===== src/hw/rtl/gspb_pkg.sv =====
`default_nettype none

package gspb_pkg;

    // Exponential lookup table size and the widths that follow from it
    localparam int EXP_TABLE_ENTRIES = 256;
    localparam int IDX_W  = $clog2(EXP_TABLE_ENTRIES);
    localparam int SPAN_W = $clog2(EXP_TABLE_ENTRIES);
    localparam logic [SPAN_W-1:0] EXP_SPAN = SPAN_W'(EXP_TABLE_ENTRIES - 1);

    // Quadratic form S = xx*dx^2 + 2*xy*dx*dy + yy*dy^2, q = S / 2^31
    localparam int S_W  = 46;
    localparam int SC_W = 35;
    localparam logic [SC_W:0] Q_LIMIT = (SC_W + 1)'(36'd9 << 31);

    // Index = floor(floor(S * span / 2^31) / 9), the /9 by reciprocal
    localparam int U_W      = $clog2(9 * EXP_TABLE_ENTRIES);
    localparam int RECIP_SH = 20;
    localparam int RECIP_W  = 17;
    localparam logic [RECIP_W-1:0] RECIP_9 = RECIP_W'((2 ** RECIP_SH + 8) / 9);

    // Alpha in Q.24
    localparam int ROM_W   = 17;
    localparam int OP_W    = 9;
    localparam int ALPHA_W = 25;
    localparam logic [ALPHA_W-1:0] ALPHA_MIN = ALPHA_W'(67109);
    localparam logic [ALPHA_W-1:0] ALPHA_ONE = ALPHA_W'(1 << 24);

    localparam int QUEUE_DEPTH = 4;
    localparam int QPTR_W      = $clog2(QUEUE_DEPTH);

    typedef logic [ROM_W-1:0] t_exp_rom [EXP_TABLE_ENTRIES];

    // exp(-9i/span) in Q1.16, built from a Q0.31 Taylor series of the step ratio
    function automatic t_exp_rom build_exp_rom();
        t_exp_rom   rom;
        longint unsigned x;
        longint unsigned term;
        longint unsigned r;
        longint unsigned p;
        x    = 64'(Q_LIMIT) / 64'(EXP_SPAN);
        term = 64'd1 << 31;
        r    = term;
        p    = 64'd1 << 31;
        for (int n = 1; n <= 16; n++) begin
            term = ((term * x) >> 31) / 64'(n);
            if (n % 2 == 1) begin
                r = r - term;
            end else begin
                r = r + term;
            end
        end
        for (int i = 0; i < EXP_TABLE_ENTRIES; i++) begin
            rom[i] = ROM_W'((p + (64'd1 << 14)) >> 15);
            p      = (p * r + (64'd1 << 30)) >> 31;
        end
        return rom;
    endfunction

    localparam t_exp_rom EXP_ROM = build_exp_rom();

    // One classified pixel between front and back
    typedef struct packed {
        logic                skip;
        logic [26:0]         dxx;
        logic signed [27:0]  dxy;
        logic [26:0]         dyy;
        logic [15:0]         cxx;
        logic signed [16:0]  cxy;
        logic [15:0]         cyy;
        logic [OP_W-1:0]     op;
        logic [15:0]         fg;
        logic [15:0]         bg;
    } t_gspb_entry;

endpackage

`default_nettype wire


===== src/hw/rtl/gspb_front.sv =====
`default_nettype none

module gspb_front
    import gspb_pkg::*;
(
    input  wire logic               i_clk,
    input  wire logic               i_rst_n,
    input  wire logic               i_depth_test_enable,
    input  wire logic               i_valid,
    output logic                    o_stall,
    input  wire logic signed [13:0] i_offset_x,
    input  wire logic signed [13:0] i_offset_y,
    input  wire logic [15:0]        i_conic_xx,
    input  wire logic signed [16:0] i_conic_xy,
    input  wire logic [15:0]        i_conic_yy,
    input  wire logic [8:0]         i_opacity,
    input  wire logic [15:0]        i_splat_color,
    input  wire logic [15:0]        i_background_pixel,
    input  wire logic [15:0]        i_stored_depth,
    input  wire logic [15:0]        i_splat_depth,
    output logic                    o_q_valid,
    input  wire logic               i_q_ready,
    output t_gspb_entry             o_entry
);

    logic        r_valid;
    t_gspb_entry r_entry;
    t_gspb_entry n_entry;
    logic        load;
    logic signed [27:0] sq_x;
    logic signed [27:0] sq_y;

    assign load    = !r_valid || i_q_ready;
    assign o_stall = !load;

    always_comb begin
        sq_x          = i_offset_x * i_offset_x;
        sq_y          = i_offset_y * i_offset_y;
        n_entry.skip  = i_depth_test_enable && (i_stored_depth > i_splat_depth);
        n_entry.dxx   = sq_x[26:0];
        n_entry.dxy   = i_offset_x * i_offset_y;
        n_entry.dyy   = sq_y[26:0];
        n_entry.cxx   = i_conic_xx;
        n_entry.cxy   = i_conic_xy;
        n_entry.cyy   = i_conic_yy;
        n_entry.op    = i_opacity;
        n_entry.fg    = i_splat_color;
        n_entry.bg    = i_background_pixel;
    end

    always_ff @(posedge i_clk) begin
        if (!i_rst_n) begin
            r_valid <= 1'b0;
        end else if (load) begin
            r_valid <= i_valid;
        end
    end

    always_ff @(posedge i_clk) begin
        if (load) begin
            r_entry <= n_entry;
        end
    end

    assign o_q_valid = r_valid;
    assign o_entry   = r_entry;

endmodule

`default_nettype wire


===== config.mk =====
export PLATFORM = sky130hd
export DESIGN_NAME = gspb_front
export DESIGN_NICKNAME = d
export VERILOG_FILES = /design/src/hw/rtl/gspb_pkg.sv /design/src/hw/rtl/gspb_front.sv
export SDC_FILE = /design/constraint.sdc
export NUM_CORES = 2
export LEC_CHECK = 0
export BUFFER_PORTS_ARGS = -buffer_cell sky130_fd_sc_hd__buf_2
export CAP_MARGIN = 10
export CORE_ASPECT_RATIO = 0.75
export CORE_UTILIZATION = 35
export DETAILED_ROUTE_END_ITERATION = 6
export GPL_ROUTABILITY_DRIVEN = 0
export SETUP_SLACK_MARGIN = 0.1
export SKIP_CTS_REPAIR_TIMING = 1
export SYNTH_ARGS = -nofsm -noshare
export SYNTH_HDL_FRONTEND = slang
export SYNTH_SLANG_ARGS = --single-unit

===== constraint.sdc =====
create_clock -name i_clk -period 8.58 [get_ports i_clk]
set_clock_uncertainty 0.15 [all_clocks]
set_input_delay 0.858 -clock i_clk [delete_from_list [all_inputs] [get_ports i_clk]]
set_output_delay 0.858 -clock i_clk [all_outputs]
set_load 0.03 [all_outputs]

After elaboration in Yosys (flattened, before gate mapping)
Index checks and enable logic that the tools add are counted.
- register bits after elaboration: 174
- output and inout port bits: 175
- multiply operators: 3
- $lt $le $gt $ge: 1
- reduce and logical (&&, ||, !) cells: 4
- operators with widths (kind ; count):
    $mul 14x14->27 ; 2
    $mul 14x14->28 ; 1
    $gt 16x16->1 ; 1
    $logic_not 1->1 ; 2
    $logic_and 1x1->1 ; 1
    $logic_or 1x1->1 ; 1

Depth between registers and ports, before layout
- word-level depth: 3
- mapped depth: 25
- depth with buffers taken out: 23

Least setup slack after synthesis
OpenSTA, ideal clock, no wires.
- path type: in2out
- start point: in i_q_ready
- end point: out o_stall
- arrival: 6136 ps
- setup slack: 1436 ps
- stages on the path: 2
- path buffers: 0
- cells stage by stage: nand2b_1 inv_1
- word-level cells in the longest chain between the ends: 2
- RTL lines (item ; line ; source):
    start: declaration ; gspb_front.sv:22 ; input wire logic i_q_ready,
    $logic_or 1x1->1 ; gspb_front.sv:33 ; assign load = !r_valid || i_q_ready;
    $logic_not 1->1 ; gspb_front.sv:34 ; assign o_stall = !load;
    end: declaration ; gspb_front.sv:10 ; output logic o_stall,
Every way passes these cells.

==> out/metrics.cfg <==
[placement]
portBuffers = 327
dp.cells = 3767
hpwl_um = 46680

[floorplan]
die_width_um = 318.2
coreArea_um2 = 73820
pin_count = 330
dieHeight_um = 239.2
initial_core_util_pct = 35.56
rows = 86
die_area_um2 = 76110

[worst_setup_path]
max_stage_delay_ns = 0.53
reg2reg_to = o_entry[125]
cp_top_family = adder cells
r2r_setup_slack_ns = 6.32
crit_slowest_cell = fa_1
crit_path_end_kind = flip-flop
cp_max_fo = 21
reg2reg_depth = 2
crit_path_start_kind = input port
crit_chain = buf_2, clkinv_1, nor2_1, inv_1, fa_1, inv_1, fa_1, inv_1, fa_1, inv_1, fa_1, fa_1, inv_1, fa_1, inv_1, ha_1, o21a_1, nor2_1, and3b_1, o2bb2ai_1, a311oi_2, o21ai_1, a21oi_1, xnor2_1
required_ns = 8.67
arrival_ns = 7.12
r2r-start = o_q_valid
worstSetupPathType = input port to flip-flop
path_buf_inv = 8

[cells_and_area]
regArea_um2 = 5155
fin_nets = 3719
multiInputGateArea_um2 = 18160
final_cell_mix = 700 x inv_1, 536 x fa_1, 327 x buf_2
drive_gt1_share_pct = 13.88
final_cells = 3800
fillerInstances = 7348
area_growth_pct = 12.32
final_common_cell = inv_1

[global_route]
grt_start_max_net_pins = 67
grt_antenna_before_repair = 4
grt_first_pass_wirelength_um = 96360
grt_use_total_pct = 16.19
first_global_vias = 18293
grt_overflow = 0

[sta]
slew_violations = 0
setup_tns_ns = 0
clock.fmax_mhz = 142.2
slew_headroom_pct = 36.05
tightest_slew_ns = 0.9592
rsz0062_at_grt = no
period_share_pct = 81.94
setup_viol = 0
hold_violations = 0
fin_crit_ns = 7.030

[synth]
synth-edff-count = 171
synth_top_cells_by_area = fa_1 41%, edfxtp_1 20%, ha_1 10%
synth.avg_cell_area_um2 = 10.37
synth_flop_cell = edfxtp_1
synth_seq_cells = 172
syn_inst = 2532
synth.top_cell.area_share_pct = 40.88
synth_area_um2 = 26250
synthArstFlopShare_pct = 0
synth_largest_area_cell = fa_1
ys_types = 63
ys_seq_area_share_pct = 19.64
ys_warn_count = 0

[cts]
clkLatencyLatePin_ns = 0.48
cts_made_buffers = 17
cts-root-buf = clkbuf_16
h-tree-depth = 4
clock_sink_count = 172
cts_tree = yes
clock_path_buffers = 2
cts.clk_slew.worst_paths_ns = 0.08

[drt]
post-route-drc-count = 0
firstDrtPassIters = 5
dr_total_vias = 17107
wl_um = 57250
antenna_left = 0
drt_iter0_drc = 784
via_per_inst = 4.502
wl_per_cell_um = 15.06

[hold_path]
hold_start = i_splat_color[2]
hold_path_end = o_entry[18]
hold_path.class = input port to flip-flop
hold_depth = 1

[outcome]
status = complete, no violations

[run]
maxCapViolCount = 0

worst max path at each step:
stage                     slack, ns           start  cells after the start      endpoint
after floorplan                1.44       i_q_ready                      2       o_stall
after detailed placement       1.10  i_offset_y[10]                     24  o_entry[116]
after CTS                      1.63  i_offset_y[10]                     24  o_entry[116]
final                          1.55  i_offset_y[10]                     24  o_entry[116]
after global placement         1.18  i_offset_y[10]                     24  o_entry[116]
after global routing           1.24  i_offset_y[10]                     24  o_entry[116]
synthesized netlist by cell type (2+ instances only):
cell type	count
and4_1	2
nand3_1	10
nor2_1	81
and3_1	5
o41ai_1	2
a22oi_1	2
o21bai_1	8
edfxtp_1	171
nor3_1	8
inv_1	700
a221o_1	2
a21o_1	39
o21a_1	12
a211oi_1	4
clkbuf_1	73
nor2b_1	23
o211ai_1	3
xnor2_1	81
buf_4	2
a211o_1	5
o31ai_1	2
and2_1	139
ha_1	210
or2_2	4
o21ai_0	28
a2111oi_0	2
o31a_1	3
a221oi_1	2
mux2_2	4
a21boi_0	2
nand2b_1	13
xor2_1	22
a21oi_1	68
nand4_1	10
a31oi_1	3
nand2_1	221
clkinv_1	5
fa_1	536
registers in the layout, summed over array words and instances, names as in the netlist:
register and cells:
o_entry 171, o_q_valid 1
worst reg2reg max path: cells and delay by family, from the launching register on:
family | cells | cell delay (ns)
buffers and inverters | 1 | 0.87
DFF | 1 | 0.34
and+or+nand+nor | 1 | 0.49
per-layer routing:
metal  global-route usage (%)  vias to the layer above  wire, um
li1                         -                     8144         -
met1                    23.05                     8612     27470
met2                    25.53                      300     26490
met3                    3.304                       45      2612
met4                    3.235                        6       635
met5                        0                        -        34
per-stage QoR:
step / hold slack (ns) / setup slack (ns) / utilization (%) / area (um2)
final: 0.3847 / 1.550 / 39.94 / 29480
after CTS: 0.3317 / 1.626 / 39.94 / 29480
after global placement: 0.8840 / 1.179 / 39.19 / 28930
after detailed placement: 0.8861 / 1.097 / 39.19 / 28930
after floorplan: 0.8069 / 1.436 / - / 26250
after global routing: 0.3322 / 1.237 / 39.94 / 29480
kinds of logic (layout without fill, tap and decap cells):
| kind of cell | after synthesis | in the layout | synth area share, % |
|---|---|---|---|
| adder cells (fa/ha/maj) | 746 | 746 | 50.89 |
| other | 1 | 3 | 0.01429 |
| AND/OR/NAND/NOR | 523 | 523 | 9.557 |
| XOR/XNOR | 103 | 103 | 3.437 |
| buffers and inverters | 782 | 1080 | 11.21 |
| AO/OA/AOI/OAI | 200 | 200 | 5.043 |
| multiplexers | 5 | 5 | 0.2097 |
| flip-flops | 172 | 172 | 19.64 |
area by class of cell:
cell class / instances / area share [%]
multi-input combinational: 1579 / 61.60
sequential: 172 / 17.48
inverter: 706 / 8.988
timing repair buffer: 342 / 5.933
tap: 968 / 4.108
clock buffer: 18 / 1.456
clock inverter: 14 / 0.4201
antenna: 1 / 0.008488
Power is not shown: default switching activity piles up to over one toggle a cycle in this logic, so the estimate is an artifact.
