==> src/hw/rtl/gspb_pkg.sv <==
`default_nettype none

package gspb_pkg;

    // Exponential lookup table size and the widths that follow from it
    localparam int EXP_TABLE_ENTRIES = 256;
    localparam int IDX_W  = $clog2(EXP_TABLE_ENTRIES);
    localparam int SPAN_W = $clog2(EXP_TABLE_ENTRIES);
    localparam logic [SPAN_W-1:0] EXP_SPAN = SPAN_W'(EXP_TABLE_ENTRIES - 1);

    // Quadratic form S = xx*dx^2 + 2*xy*dx*dy + yy*dy^2, q = S / 2^31
    localparam int S_W  = 46;
    localparam int SC_W = 35;
    localparam logic [SC_W:0] Q_LIMIT = (SC_W + 1)'(36'd9 << 31);

    // Index = floor(floor(S * span / 2^31) / 9), the /9 by reciprocal
    localparam int U_W      = $clog2(9 * EXP_TABLE_ENTRIES);
    localparam int RECIP_SH = 20;
    localparam int RECIP_W  = 17;
    localparam logic [RECIP_W-1:0] RECIP_9 = RECIP_W'((2 ** RECIP_SH + 8) / 9);

    // Alpha in Q.24
    localparam int ROM_W   = 17;
    localparam int OP_W    = 9;
    localparam int ALPHA_W = 25;
    localparam logic [ALPHA_W-1:0] ALPHA_MIN = ALPHA_W'(67109);
    localparam logic [ALPHA_W-1:0] ALPHA_ONE = ALPHA_W'(1 << 24);

    localparam int QUEUE_DEPTH = 4;
    localparam int QPTR_W      = $clog2(QUEUE_DEPTH);

    typedef logic [ROM_W-1:0] t_exp_rom [EXP_TABLE_ENTRIES];

    // exp(-9i/span) in Q1.16, built from a Q0.31 Taylor series of the step ratio
    function automatic t_exp_rom build_exp_rom();
        t_exp_rom   rom;
        longint unsigned x;
        longint unsigned term;
        longint unsigned r;
        longint unsigned p;
        x    = 64'(Q_LIMIT) / 64'(EXP_SPAN);
        term = 64'd1 << 31;
        r    = term;
        p    = 64'd1 << 31;
        for (int n = 1; n <= 16; n++) begin
            term = ((term * x) >> 31) / 64'(n);
            if (n % 2 == 1) begin
                r = r - term;
            end else begin
                r = r + term;
            end
        end
        for (int i = 0; i < EXP_TABLE_ENTRIES; i++) begin
            rom[i] = ROM_W'((p + (64'd1 << 14)) >> 15);
            p      = (p * r + (64'd1 << 30)) >> 31;
        end
        return rom;
    endfunction

    localparam t_exp_rom EXP_ROM = build_exp_rom();

    // One classified pixel between front and back
    typedef struct packed {
        logic                skip;
        logic [26:0]         dxx;
        logic signed [27:0]  dxy;
        logic [26:0]         dyy;
        logic [15:0]         cxx;
        logic signed [16:0]  cxy;
        logic [15:0]         cyy;
        logic [OP_W-1:0]     op;
        logic [15:0]         fg;
        logic [15:0]         bg;
    } t_gspb_entry;

endpackage

`default_nettype wire

==> src/hw/rtl/gspb_queue.sv <==
`default_nettype none

module gspb_queue
    import gspb_pkg::*;
(
    input  wire logic  i_clk,
    input  wire logic  i_rst_n,
    input  wire logic  i_valid,
    output logic       o_ready,
    input  t_gspb_entry i_entry,
    output logic       o_valid,
    input  wire logic  i_ready,
    output t_gspb_entry o_entry
);

    t_gspb_entry       r_mem [QUEUE_DEPTH];
    logic [QPTR_W-1:0] r_wr_ptr;
    logic [QPTR_W-1:0] r_rd_ptr;
    logic [QPTR_W:0]   r_count;
    logic              push;
    logic              pop;

    assign o_ready = (r_count != (QPTR_W + 1)'(QUEUE_DEPTH));
    assign o_valid = (r_count != '0);
    assign push    = i_valid && o_ready;
    assign pop     = o_valid && i_ready;
    assign o_entry = r_mem[r_rd_ptr];

    // Depth is a power of two: pointers wrap on their own
    always_ff @(posedge i_clk) begin
        if (!i_rst_n) begin
            r_wr_ptr <= '0;
            r_rd_ptr <= '0;
            r_count  <= '0;
        end else begin
            if (push) begin
                r_wr_ptr <= r_wr_ptr + 1'b1;
            end
            if (pop) begin
                r_rd_ptr <= r_rd_ptr + 1'b1;
            end
            if (push && !pop) begin
                r_count <= r_count + 1'b1;
            end else if (pop && !push) begin
                r_count <= r_count - 1'b1;
            end
        end
    end

    always_ff @(posedge i_clk) begin
        if (push) begin
            r_mem[r_wr_ptr] <= i_entry;
        end
    end

    a_count_bound: assert property (@(posedge i_clk) disable iff (!i_rst_n)
        r_count <= (QPTR_W + 1)'(QUEUE_DEPTH))
        else $error("queue count beyond depth");

    a_push_grows: assert property (@(posedge i_clk) disable iff (!i_rst_n)
        push && !pop |=> r_count == $past(r_count) + 1'b1)
        else $error("queue lost a beat on push");

    a_pop_shrinks: assert property (@(posedge i_clk) disable iff (!i_rst_n)
        pop && !push |=> r_count == $past(r_count) - 1'b1)
        else $error("queue count wrong on pop");

endmodule

`default_nettype wire

==> config.mk <==
export PLATFORM = sky130hd
export DESIGN_NAME = gspb_queue
export DESIGN_NICKNAME = d
export VERILOG_FILES = /design/src/hw/rtl/gspb_pkg.sv /design/src/hw/rtl/gspb_queue.sv
export SDC_FILE = /design/constraint.sdc
export NUM_CORES = 1
export LEC_CHECK = 0
export CAP_MARGIN = 25
export CORE_MARGIN = 1.5
export CORE_UTILIZATION = 45
export DETAILED_ROUTE_END_ITERATION = 10
export DONT_BUFFER_PORTS = 1
export GPL_ROUTABILITY_DRIVEN = 0
export GPL_TIMING_DRIVEN = 0
export PLACE_DENSITY_LB_ADDON = 0.3
export RECOVER_POWER = 100
export SLEW_MARGIN = 20
export SYNTH_ARGS = -nofsm -noshare
export SYNTH_HDL_FRONTEND = slang
export SYNTH_SLANG_ARGS = --single-unit
==> constraint.sdc <==
create_clock -name i_clk -period 5.07 [get_ports i_clk]
set_input_delay 0.507 -clock i_clk [delete_from_list [all_inputs] [get_ports i_clk]]
set_output_delay 0.507 -clock i_clk [all_outputs]
set_load 0.05 [all_outputs]
Yosys cells after proc, flatten, opt, wreduce, memory -nomap -nowiden

Memory sizes are Yosys's and may differ from the RTL's. A register that Yosys moved wholly into a read port is not among the register bits.
Cells that the tools add are included.

Register bits after elaboration: 7
RAM bits: 692
Bits of input ports: 177
Output and inout port bits: 175
Word-level logic and storage cells: 23
Memories: 1

Memories:

| name  | words | width | read ports | clocked after memory_dff | wr ports | RTL line         | RTL |
|---|---|---|---|---|---|---|---|
| r_mem | 4     | 173   | 1          | 1                        | 1        | gspb_queue.sv:16 | `t_gspb_entry r_mem [QUEUE_DEPTH];` |

$add $sub $neg: 4
Eq/ne operators: 1
Muxes and demuxes: 6
Reductions and logical operators: 8

Operator list:

| kind                                                                | number |
|---|---|
| 3-bit two-way mux                                                   | 2 |
| 2-bit by 1-bit adder with 2-bit output (second input constant)      | 2 |
| 1-bit logical AND                                                   | 4 |
| 2-bit two-way mux                                                   | 2 |
| 3-bit by 1-bit adder with 3-bit output (second input constant)      | 1 |
| 3-bit != test (second input constant)                               | 1 |
| 3-bit nonzero test                                                  | 1 |
| 3-bit by 1-bit subtractor with 3-bit output (second input constant) | 1 |
| 1-bit logical NOT                                                   | 2 |
| 1-bit two-way mux                                                   | 2 |
| 2-bit nonzero test                                                  | 1 |

Longest topological paths before layout

Gate-level depths: netlist of the first run.

Depth in word-level cells: 6
Mapped depth: 8
Depth with buffers taken out: 8

Worst setup path after synthesis of the first run

No wires, ideal clock.

Path kind: input-to-reg
Start: input port i_valid
End: memory r_mem[2][0] (netlist name), enable pin
Library setup time: 554 ps
Arrival: 4778 ps
Required time: 4516 ps
Setup slack: -262 ps
Stages: 2
Buffers on the path: 0
Cells stage by stage: a21boi_2 -> and2_1

Cells in the longest elaborated chain, start to end: 3

RTL lines:

| element                                 | RTL line         | RTL |
|---|---|---|
| start, declared                         | gspb_queue.sv:8  | `input wire logic i_valid,` |
| 1-bit logical AND                       | gspb_queue.sv:25 | `assign push = i_valid && o_ready;` |
| 1-bit two-way mux                       | gspb_queue.sv:51 | `if (push) begin` |
| 1-bit two-way mux (implied by the code) | gspb_queue.sv:52 | `r_mem[r_wr_ptr] <= i_entry;` |
| end, declared                           | gspb_queue.sv:16 |  |

Every way passes these cells.

Worst setup path in the final report of the first run

Start: register r_count[0]
End: memory r_mem[3][39] (netlist name), enable pin

Cells in the longest elaborated chain, start to end: 4

RTL lines:

| element                                 | RTL line         | RTL |
|---|---|---|
| start, declared                         | gspb_queue.sv:19 | `logic [QPTR_W:0] r_count;` |
| start signal, assigned                  | gspb_queue.sv:43 | `r_count <= r_count + 1'b1;` |
| start signal, assigned                  | gspb_queue.sv:45 | `r_count <= r_count - 1'b1;` |
| 3-bit != test                           | gspb_queue.sv:23 | `assign o_ready = (r_count != (QPTR_W + 1)'(QUEUE_DEPTH));` |
| 1-bit logical AND                       | gspb_queue.sv:25 |  |
| named net push                          | gspb_queue.sv:20 | `logic push;` |
| 1-bit two-way mux                       | gspb_queue.sv:51 |  |
| 1-bit two-way mux (implied by the code) | gspb_queue.sv:52 |  |

The timed path passes the listed nets, and every way through them passes these cells.

==> metrics.log, run 1 <==
INFO  metric outcome = complete, but fails checks
INFO  metric failing_checks = max-capacitance violations, max-slew violations
INFO  metric synth.top_cells.by_count = sky130_fd_sc_hd__edfxtp_1, sky130_fd_sc_hd__mux4_2, sky130_fd_sc_hd__buf_2, sky130_fd_sc_hd__buf_6, sky130_fd_sc_hd__dfxtp_1
INFO  metric rows = 86
INFO  metric clock_skew_after_layout = 0.0234 ns
INFO  metric regToRegEndpoint = r_mem[3][39]
INFO  metric power_switching_share = 35.1%
INFO  metric wire_per_inst = 24.4 microns
INFO  metric drive_above_1_share = 24.2%
INFO  metric synthesis.yosys.warnings = 0
INFO  metric place_ws = 2.36 ns
INFO  metric power_density = 570 nW/um^2
INFO  metric synth_enable_flop_cells = 692
INFO  metric tritoncts = done
INFO  metric design.core.area = 55,500 sq um
INFO  metric setup_ws = 1.27 ns
INFO  metric design.final.nets = 1,397
INFO  metric finish.utilization = 55.1%
INFO  metric worstRegToRegCells = 4
INFO  metric drt_drc_violations_left = 0
INFO  metric yosys.area.top_type_share = 81.7%
INFO  metric dr_total_vias = 10,800
INFO  metric finalSetupViolations = 0
INFO  metric critPathRequiredTime = 5.25 ns
INFO  metric post_cts_resize_count = 0
INFO  metric clockPowerShare = 28.5%
INFO  metric grt_setup_unrepaired = no
INFO  metric ff_latch_area = 21,000 sq um
INFO  metric arrival = 3.98 ns
INFO  metric finalHoldViolations = 0
INFO  metric cts.sink_count = 701
INFO  metric hold_path_class = in2reg
INFO  metric portBuffers = 0
INFO  metric max-clock-path-buffers = 3
INFO  metric p_sw = 0.00612 W
INFO  metric cts.reportedPaths.clkPinSlew = 0.06 ns
INFO  metric max-vdd-ir-drop = 0.354 mV
INFO  metric grt_pass1_wl = 72,500 microns
INFO  metric area.growth.synth_to_final = 20.3%
INFO  metric postRouteWirelength = 49,300 microns
INFO  metric ys_seq_elements = 701
INFO  metric syn-mean-instance-area = 26.8 sq um
INFO  metric maximum_clock_frequency = 0.263 GHz
INFO  metric p_seq_share = 41.1%
INFO  metric synth-main-ff-cell = sky130_fd_sc_hd__edfxtp_1
INFO  metric grtUsageTotal = 17.1%
INFO  metric critPathMaxFanout = 29
INFO  metric start_util = 45.8%
INFO  metric combinationalPowerShare = 30.4%
INFO  metric global_route.overflow_total = 0
INFO  metric cts.htree.levels = 3
INFO  metric static_leakage_power = 9.52 nW
INFO  metric register_to_register_setup_slack = 1.27 ns
INFO  metric drt.antenna.violating_nets = 0
INFO  metric min_period_over_period = 74.9%
INFO  metric maxSlewHeadroom = -34.6%
INFO  metric die_area = 58,000 sq um
INFO  metric crit-reg2reg-launch = r_count[0]
INFO  metric worst_hold_path.num_cells = 3
INFO  metric number_of_antenna_violations_at_the_first_check_in_global_routing = 8
INFO  metric grt_pass1_vias = 11,500
INFO  metric numCtsBuffers = 72
INFO  metric synth_sequential_area_ratio = 82.4%
INFO  metric synthesized_instance_count = 951
INFO  metric synthMostInstantiatedCell = sky130_fd_sc_hd__edfxtp_1
INFO  metric insertion_delay = 0.61 ns
INFO  metric min_cycle_time_layout = 3.80 ns
INFO  metric grt_max_degree = 47
INFO  metric number_of_different_library_cells_in_the_post_synthesis_netlist = 23
INFO  metric dp_hpwl = 30,300 microns
INFO  metric final_max_slew_viol_count = 55
INFO  metric postCtsSetupRepairBufs = 0
INFO  metric worstSetupPathType = reg2reg
INFO  metric multi_input_area = 4180 sq um
INFO  metric clockRootBuffer = sky130_fd_sc_hd__clkbuf_16
INFO  metric firstDrtPassIters = 5
INFO  metric die_w = 241 microns
INFO  metric n_fill_cell = 4,135
INFO  metric vias_per_cell = 5.35
INFO  metric max_cap_viol_count = 2
INFO  metric io_pins = 352
INFO  metric floorplan.die.height = 241 microns
INFO  metric crit_path_end_kind = flip-flop
INFO  metric cp-start-kind = flip-flop
INFO  metric cell_internal_pwr = 0.0113 W
INFO  metric drt_iter0_markers = 551
INFO  metric synthesis.area = 25,400 sq um
INFO  metric async_reset_ff_share = 0%
INFO  metric synth.largest_area_cell = sky130_fd_sc_hd__edfxtp_1
INFO  metric yosys-top-cells-area = sky130_fd_sc_hd__edfxtp_1, sky130_fd_sc_hd__mux4_2, sky130_fd_sc_hd__buf_6
INFO  metric timing.hold.worst_endpoint = r_rd_ptr[0]
INFO  metric worstHoldStart = i_ready
INFO  metric timing_worst_slew_pin_value = 2.02 ns
INFO  metric mappedNetlistNets = 1,134
-- how the worst max path moves through the flow --
stage	from	end	slack [ns]	cells past startpoint
6_report	r_count[0]	r_mem[3][39]	1.27	4
5_1_grt	r_count[0]	r_mem[3][39]	0.97	4
4_1_cts	flip-flop	o_entry[71]	1.68	3
3_5_place_dp	flip-flop	o_entry[71]	2.36	3
3_3_place_gp	r_count[0]	r_mem[1][41]	-0.26	3
2_1_floorplan	i_valid	r_mem[0][0]	1.67	2
-- cell type report --
class / count / share of cell area [%]
flip-flops and latches: 701 / 68.5
multi-input cells: 208 / 13.7
repair buffers: 189 / 6.48
clock buffers: 93 / 6.28
well taps: 748 / 3.06
clock inverters: 39 / 1.06
plain buffers: 39 / 0.920
inverters: 3 / 0.0368
diodes: 4 / 0.0327
-- placed cells by master, fill, tap and decap left out, types with 4 or more instances in the layout --
| cell type | synthesis | layout |
|---|---|---|
| sky130_fd_sc_hd__edfxtp_1 | 692 | 692 |
| sky130_fd_sc_hd__mux4_2 | 173 | 173 |
| sky130_fd_sc_hd__dlygate4sd3_1 | 0 | 173 |
| sky130_fd_sc_hd__clkbuf_16 | 0 | 74 |
| sky130_fd_sc_hd__clkbuf_1 | 3 | 40 |
| sky130_fd_sc_hd__buf_6 | 17 | 17 |
| sky130_fd_sc_hd__clkinv_1 | 0 | 15 |
| sky130_fd_sc_hd__clkinv_2 | 0 | 10 |
| sky130_fd_sc_hd__dfxtp_1 | 9 | 9 |
| sky130_fd_sc_hd__buf_12 | 0 | 7 |
| sky130_fd_sc_hd__nand2_1 | 5 | 5 |
| sky130_fd_sc_hd__ha_1 | 5 | 5 |
| sky130_fd_sc_hd__clkbuf_2 | 0 | 5 |
| sky130_fd_sc_hd__diode_2 | 0 | 4 |
| sky130_fd_sc_hd__clkinvlp_4 | 0 | 4 |
-- through the flow --
step,power (W),hold slack (ns),std cells,instance area [sq um],setup TNS [ns]
final,0.0174,0.267,2024,30600,0
after global routing,0.0181,0.253,2024,30600,0
after CTS,0.0177,0.210,2020,30800,0
after detailed placement,0.0126,0.502,1715,26800,0
after floorplan,0.0117,0.468,951,25500,0
after global placement,0.0125,0.489,1699,26400,-150.39
-- cell families after synthesis --
family	after synthesis	synth area share, %
compound gates	5	0.157
xor+xnor	4	0.138
fa+ha+maj	6	0.324
buf+inv	42	1.23
flops	701	82.4
mux	176	15.4
simple gates	17	0.359
-- registers in the layout, indices dropped and copies added, names as in the netlist, named ones only --
name	flops
r_mem	692
r_count	3
r_rd_ptr	2
r_wr_ptr	2
-- per-layer routing --
layer	track usage, %	up-vias	routed length (microns)
met4	5.36	8	991
met3	6.23	74	4180
met1	21.7	5747	19700
met2	27.5	328	24400
met5	0	-	59
li1	-	4677	-
-- power by group through the flow --
stage          sequential (W)  clock, W  combinational (W)
2_1_floorplan         0.00728         0            0.00443
3_3_place_gp          0.00735         0            0.00517
5_1_grt               0.00721   0.00531            0.00554
3_5_place_dp          0.00728         0            0.00527
4_1_cts               0.00716   0.00511            0.00545
6_report              0.00716   0.00497            0.00530
-- worst max-delay path, cell delays in order, from the launching register on --
cell                       delay, ns
sky130_fd_sc_hd__dfxtp_1        0.47
sky130_fd_sc_hd__nor2_1         0.09
sky130_fd_sc_hd__a21boi_0       0.82
sky130_fd_sc_hd__and2_4         0.60
sky130_fd_sc_hd__clkbuf_1       1.36
-- what timing repair did --
item,CTS,global route
endpoints found under the setup margin,0,0
hold buffers,173,0
hold endpoints to repair,692,0
Note: power is estimated with default switching activity, not from simulation.
==> run 2: changes to the inputs <==
==> constraint.sdc (replaced) <==
create_clock -name i_clk -period 4 [get_ports i_clk]
set_input_delay 0.4 -clock i_clk [delete_from_list [all_inputs] [get_ports i_clk]]
set_output_delay 0.4 -clock i_clk [all_outputs]
set_load 0.05 [all_outputs]
==> metrics.log, run 2 (synthesized netlist as in run 1, its figures left out) <==
INFO  metric crit-reg2reg-launch = r_count[0]
INFO  metric drt_drc_violations_left = 0 (unchanged)
INFO  metric power_density = 720 nW/um^2 (+26%)
INFO  metric numCtsBuffers = 72 (unchanged)
INFO  metric totalNegativeSetupSlack = 0 ns (unchanged)
INFO  metric number_of_placed_instances_taps_included = 1,715 (unchanged)
INFO  metric firstDrtPassIters = 5 (unchanged)
INFO  metric wire_per_inst = 24.4 microns (about the same)
INFO  metric max_cap_viol_count = 0 (-2)
INFO  metric n_fill_cell = 4,124 (-0.27%)
INFO  metric dp_hpwl = 30,300 microns (unchanged)
INFO  metric portBuffers = 0 (unchanged)
INFO  metric global_route.overflow_total = 0 (unchanged)
INFO  metric floorplan.die.height = 241 microns (unchanged)
INFO  metric worst_stage_delay_on_the_critical_path = 0.76 ns (-0.60 ns)
INFO  metric cts.htree.levels = 3 (unchanged)
INFO  metric arrival = 3.03 ns (-0.95 ns)
INFO  metric crit_path_top_delay_cell = sky130_fd_sc_hd__clkbuf_1
INFO  metric grt_pass1_vias = 11,500 (unchanged)
INFO  metric ff_latch_area = 21,000 sq um (unchanged)
INFO  metric postRouteWirelength = 49,300 microns (about the same)
INFO  metric grtUsageTotal = 17.1% (unchanged)
INFO  metric cts.reportedPaths.clkPinSlew = 0.06 ns (about the same)
INFO  metric most-common-layout-cells = sky130_fd_sc_hd__edfxtp_1, sky130_fd_sc_hd__mux4_2, sky130_fd_sc_hd__dlygate4sd3_1
INFO  metric multi_input_area = 4180 sq um (unchanged)
INFO  metric insertion_delay = 0.60 ns (about the same)
INFO  metric critPathRequiredTime = 3.60 ns (-1.65 ns)
INFO  metric final_max_slew_viol_count = 0 (-100%)
INFO  metric hold_path_class = in2reg
INFO  metric min_period_over_period = 85.8%
INFO  metric worstHoldStart = i_ready
INFO  metric cts.sink_count = 701 (unchanged)
INFO  metric top_register = r_mem
INFO  metric vias_per_cell = 5.33 (-0.35%)
INFO  metric grt_max_degree = 47 (unchanged)
INFO  metric grt_setup_unrepaired = no
INFO  metric min_cycle_time_layout = 3.43 ns
INFO  metric drt.antenna.violating_nets = 0 (unchanged)
INFO  metric tritoncts = done
INFO  metric cp_common_cell = sky130_fd_sc_hd__clkbuf_1
INFO  metric clock_skew_after_layout = 0.0211 ns (-0.00236 ns)
INFO  metric largest_register_ff_count = 692 (unchanged)
INFO  metric finish.utilization = 55.3% (+0.21 points)
INFO  metric grt_pass1_wl = 72,500 microns (unchanged)
INFO  metric post_cts_resize_count = 0 (unchanged)
INFO  metric critPathMaxFanout = 10 (-66%)
INFO  metric crit_path_end_kind = output port
INFO  metric dr_total_vias = 10,800 (-0.35%)
INFO  metric crit_chain = clkbuf_1 > clkbuf_1 > mux4_2
INFO  metric stdcell_count = 2,024 (unchanged)
INFO  metric max-vdd-ir-drop = 0.449 mV (+27%)
INFO  metric area.growth.synth_to_final = 20.7%
INFO  metric outcome = complete, no violations
INFO  metric design.final.nets = 1,397 (unchanged)
INFO  metric drt_iter0_markers = 581 (+5.4%)
INFO  metric number_of_antenna_violations_at_the_first_check_in_global_routing = 8 (unchanged)
INFO  metric max-clock-path-buffers = 3 (unchanged)
INFO  metric static_leakage_power = 9.56 nW (+0.40%)
INFO  metric layout_top_registers = r_mem: 692 flops, r_count: 3 flops
INFO  metric maxSlewHeadroom = 28.8% (+63 points)
INFO  metric finalHoldViolations = 0 (unchanged)
INFO  metric worstSetupPathType = reg2out
INFO  metric cp-start-kind = flip-flop
INFO  metric io_pins = 352 (unchanged)
INFO  metric finalSetupViolations = 0 (unchanged)
INFO  metric rows = 86 (unchanged)
INFO  metric die_w = 241 microns (unchanged)
INFO  metric clockRootBuffer = sky130_fd_sc_hd__clkbuf_16
INFO  metric final_common_cell = sky130_fd_sc_hd__edfxtp_1
INFO  metric die_area = 58,000 sq um (unchanged)
INFO  metric timing_worst_slew_pin_value = 1.07 ns (-0.951 ns)
INFO  metric design.core.area = 55,500 sq um (unchanged)
INFO  metric maximum_clock_frequency = 0.291 GHz
INFO  metric drive_above_1_share = 24.4% (+0.16 points)
INFO  metric start_util = 45.8% (unchanged)
## run 2: cell types whose count changed in the layout (fill, tap and decap cells not counted), sizes merged
| cell | previous run | this run |
|---|---|---|
| buf | 29 | 34 |
| clkbuf | 119 | 114 |
## run 2: final cells by class
type                            count  share of cell area (%)
Multi-Input combinational cell    208                    13.6
Buffer                             39                   0.916
Clock inverter                     39                    1.05
Timing Repair Buffer              189                    6.83
Inverter                            3                  0.0367
Sequential cell                   701                    68.2
Tap cell                          748                    3.05
Clock buffer                       93                    6.26
Antenna cell                        4                  0.0326
## run 2: where the power goes
group	internal (W)	leakage, nW	switching (W)
clock network	0.00362	1.08	0.00268
registers	0.00891	6.42	0.000163
logic	0.00183	2.06	0.00492
total	0.0144	9.56	0.00776
## run 2: repair_timing
action                    4_1_cts  5_1_grt
hold buffers                  173        0
setup buffers                   0        0
hold endpoints to repair      692        0
## run 2: worst paths after layout
| path | end | slack, ns | depth (start not counted) |
|---|---|---|---|
| worst max-delay path | o_entry[69] | 0.57 | 3 |
| worst min-delay path | r_rd_ptr[0] | 0.16 | 3 |
| worst max register to register | r_mem[0][160] | 0.75 | 5 |
| worst min register to register | r_wr_ptr[0] | 0.51 | 2 |
## run 2: metrics by stage
stage               power [W]  area [sq um]  hold WS, ns  setup slack (ns)
floorplan              0.0148         25500        0.468             0.604
global placement       0.0159         26400        0.489             -1.33
detailed placement     0.0159         26800        0.499              1.40
CTS                    0.0225         30800        0.103             0.713
global route           0.0229         30700        0.146             0.377
finish                 0.0221         30700        0.160             0.566
## run 2: metal layers
metal  part of all wire (%)  track usage, %  up-vias
li1                       -               -     4675
met1                     40            21.7     5716
met2                     49            27.5      323
met3                    8.6            6.23       74
met4                    2.0            5.36        8
met5                   0.12               0        -
## run 2: worst max-delay path, delay by kind of cell, from the launching register on
family / cells / cell delay [ns]
flops: 1 / 0.32
mux: 1 / 0.61
buf+inv: 2 / 1.47
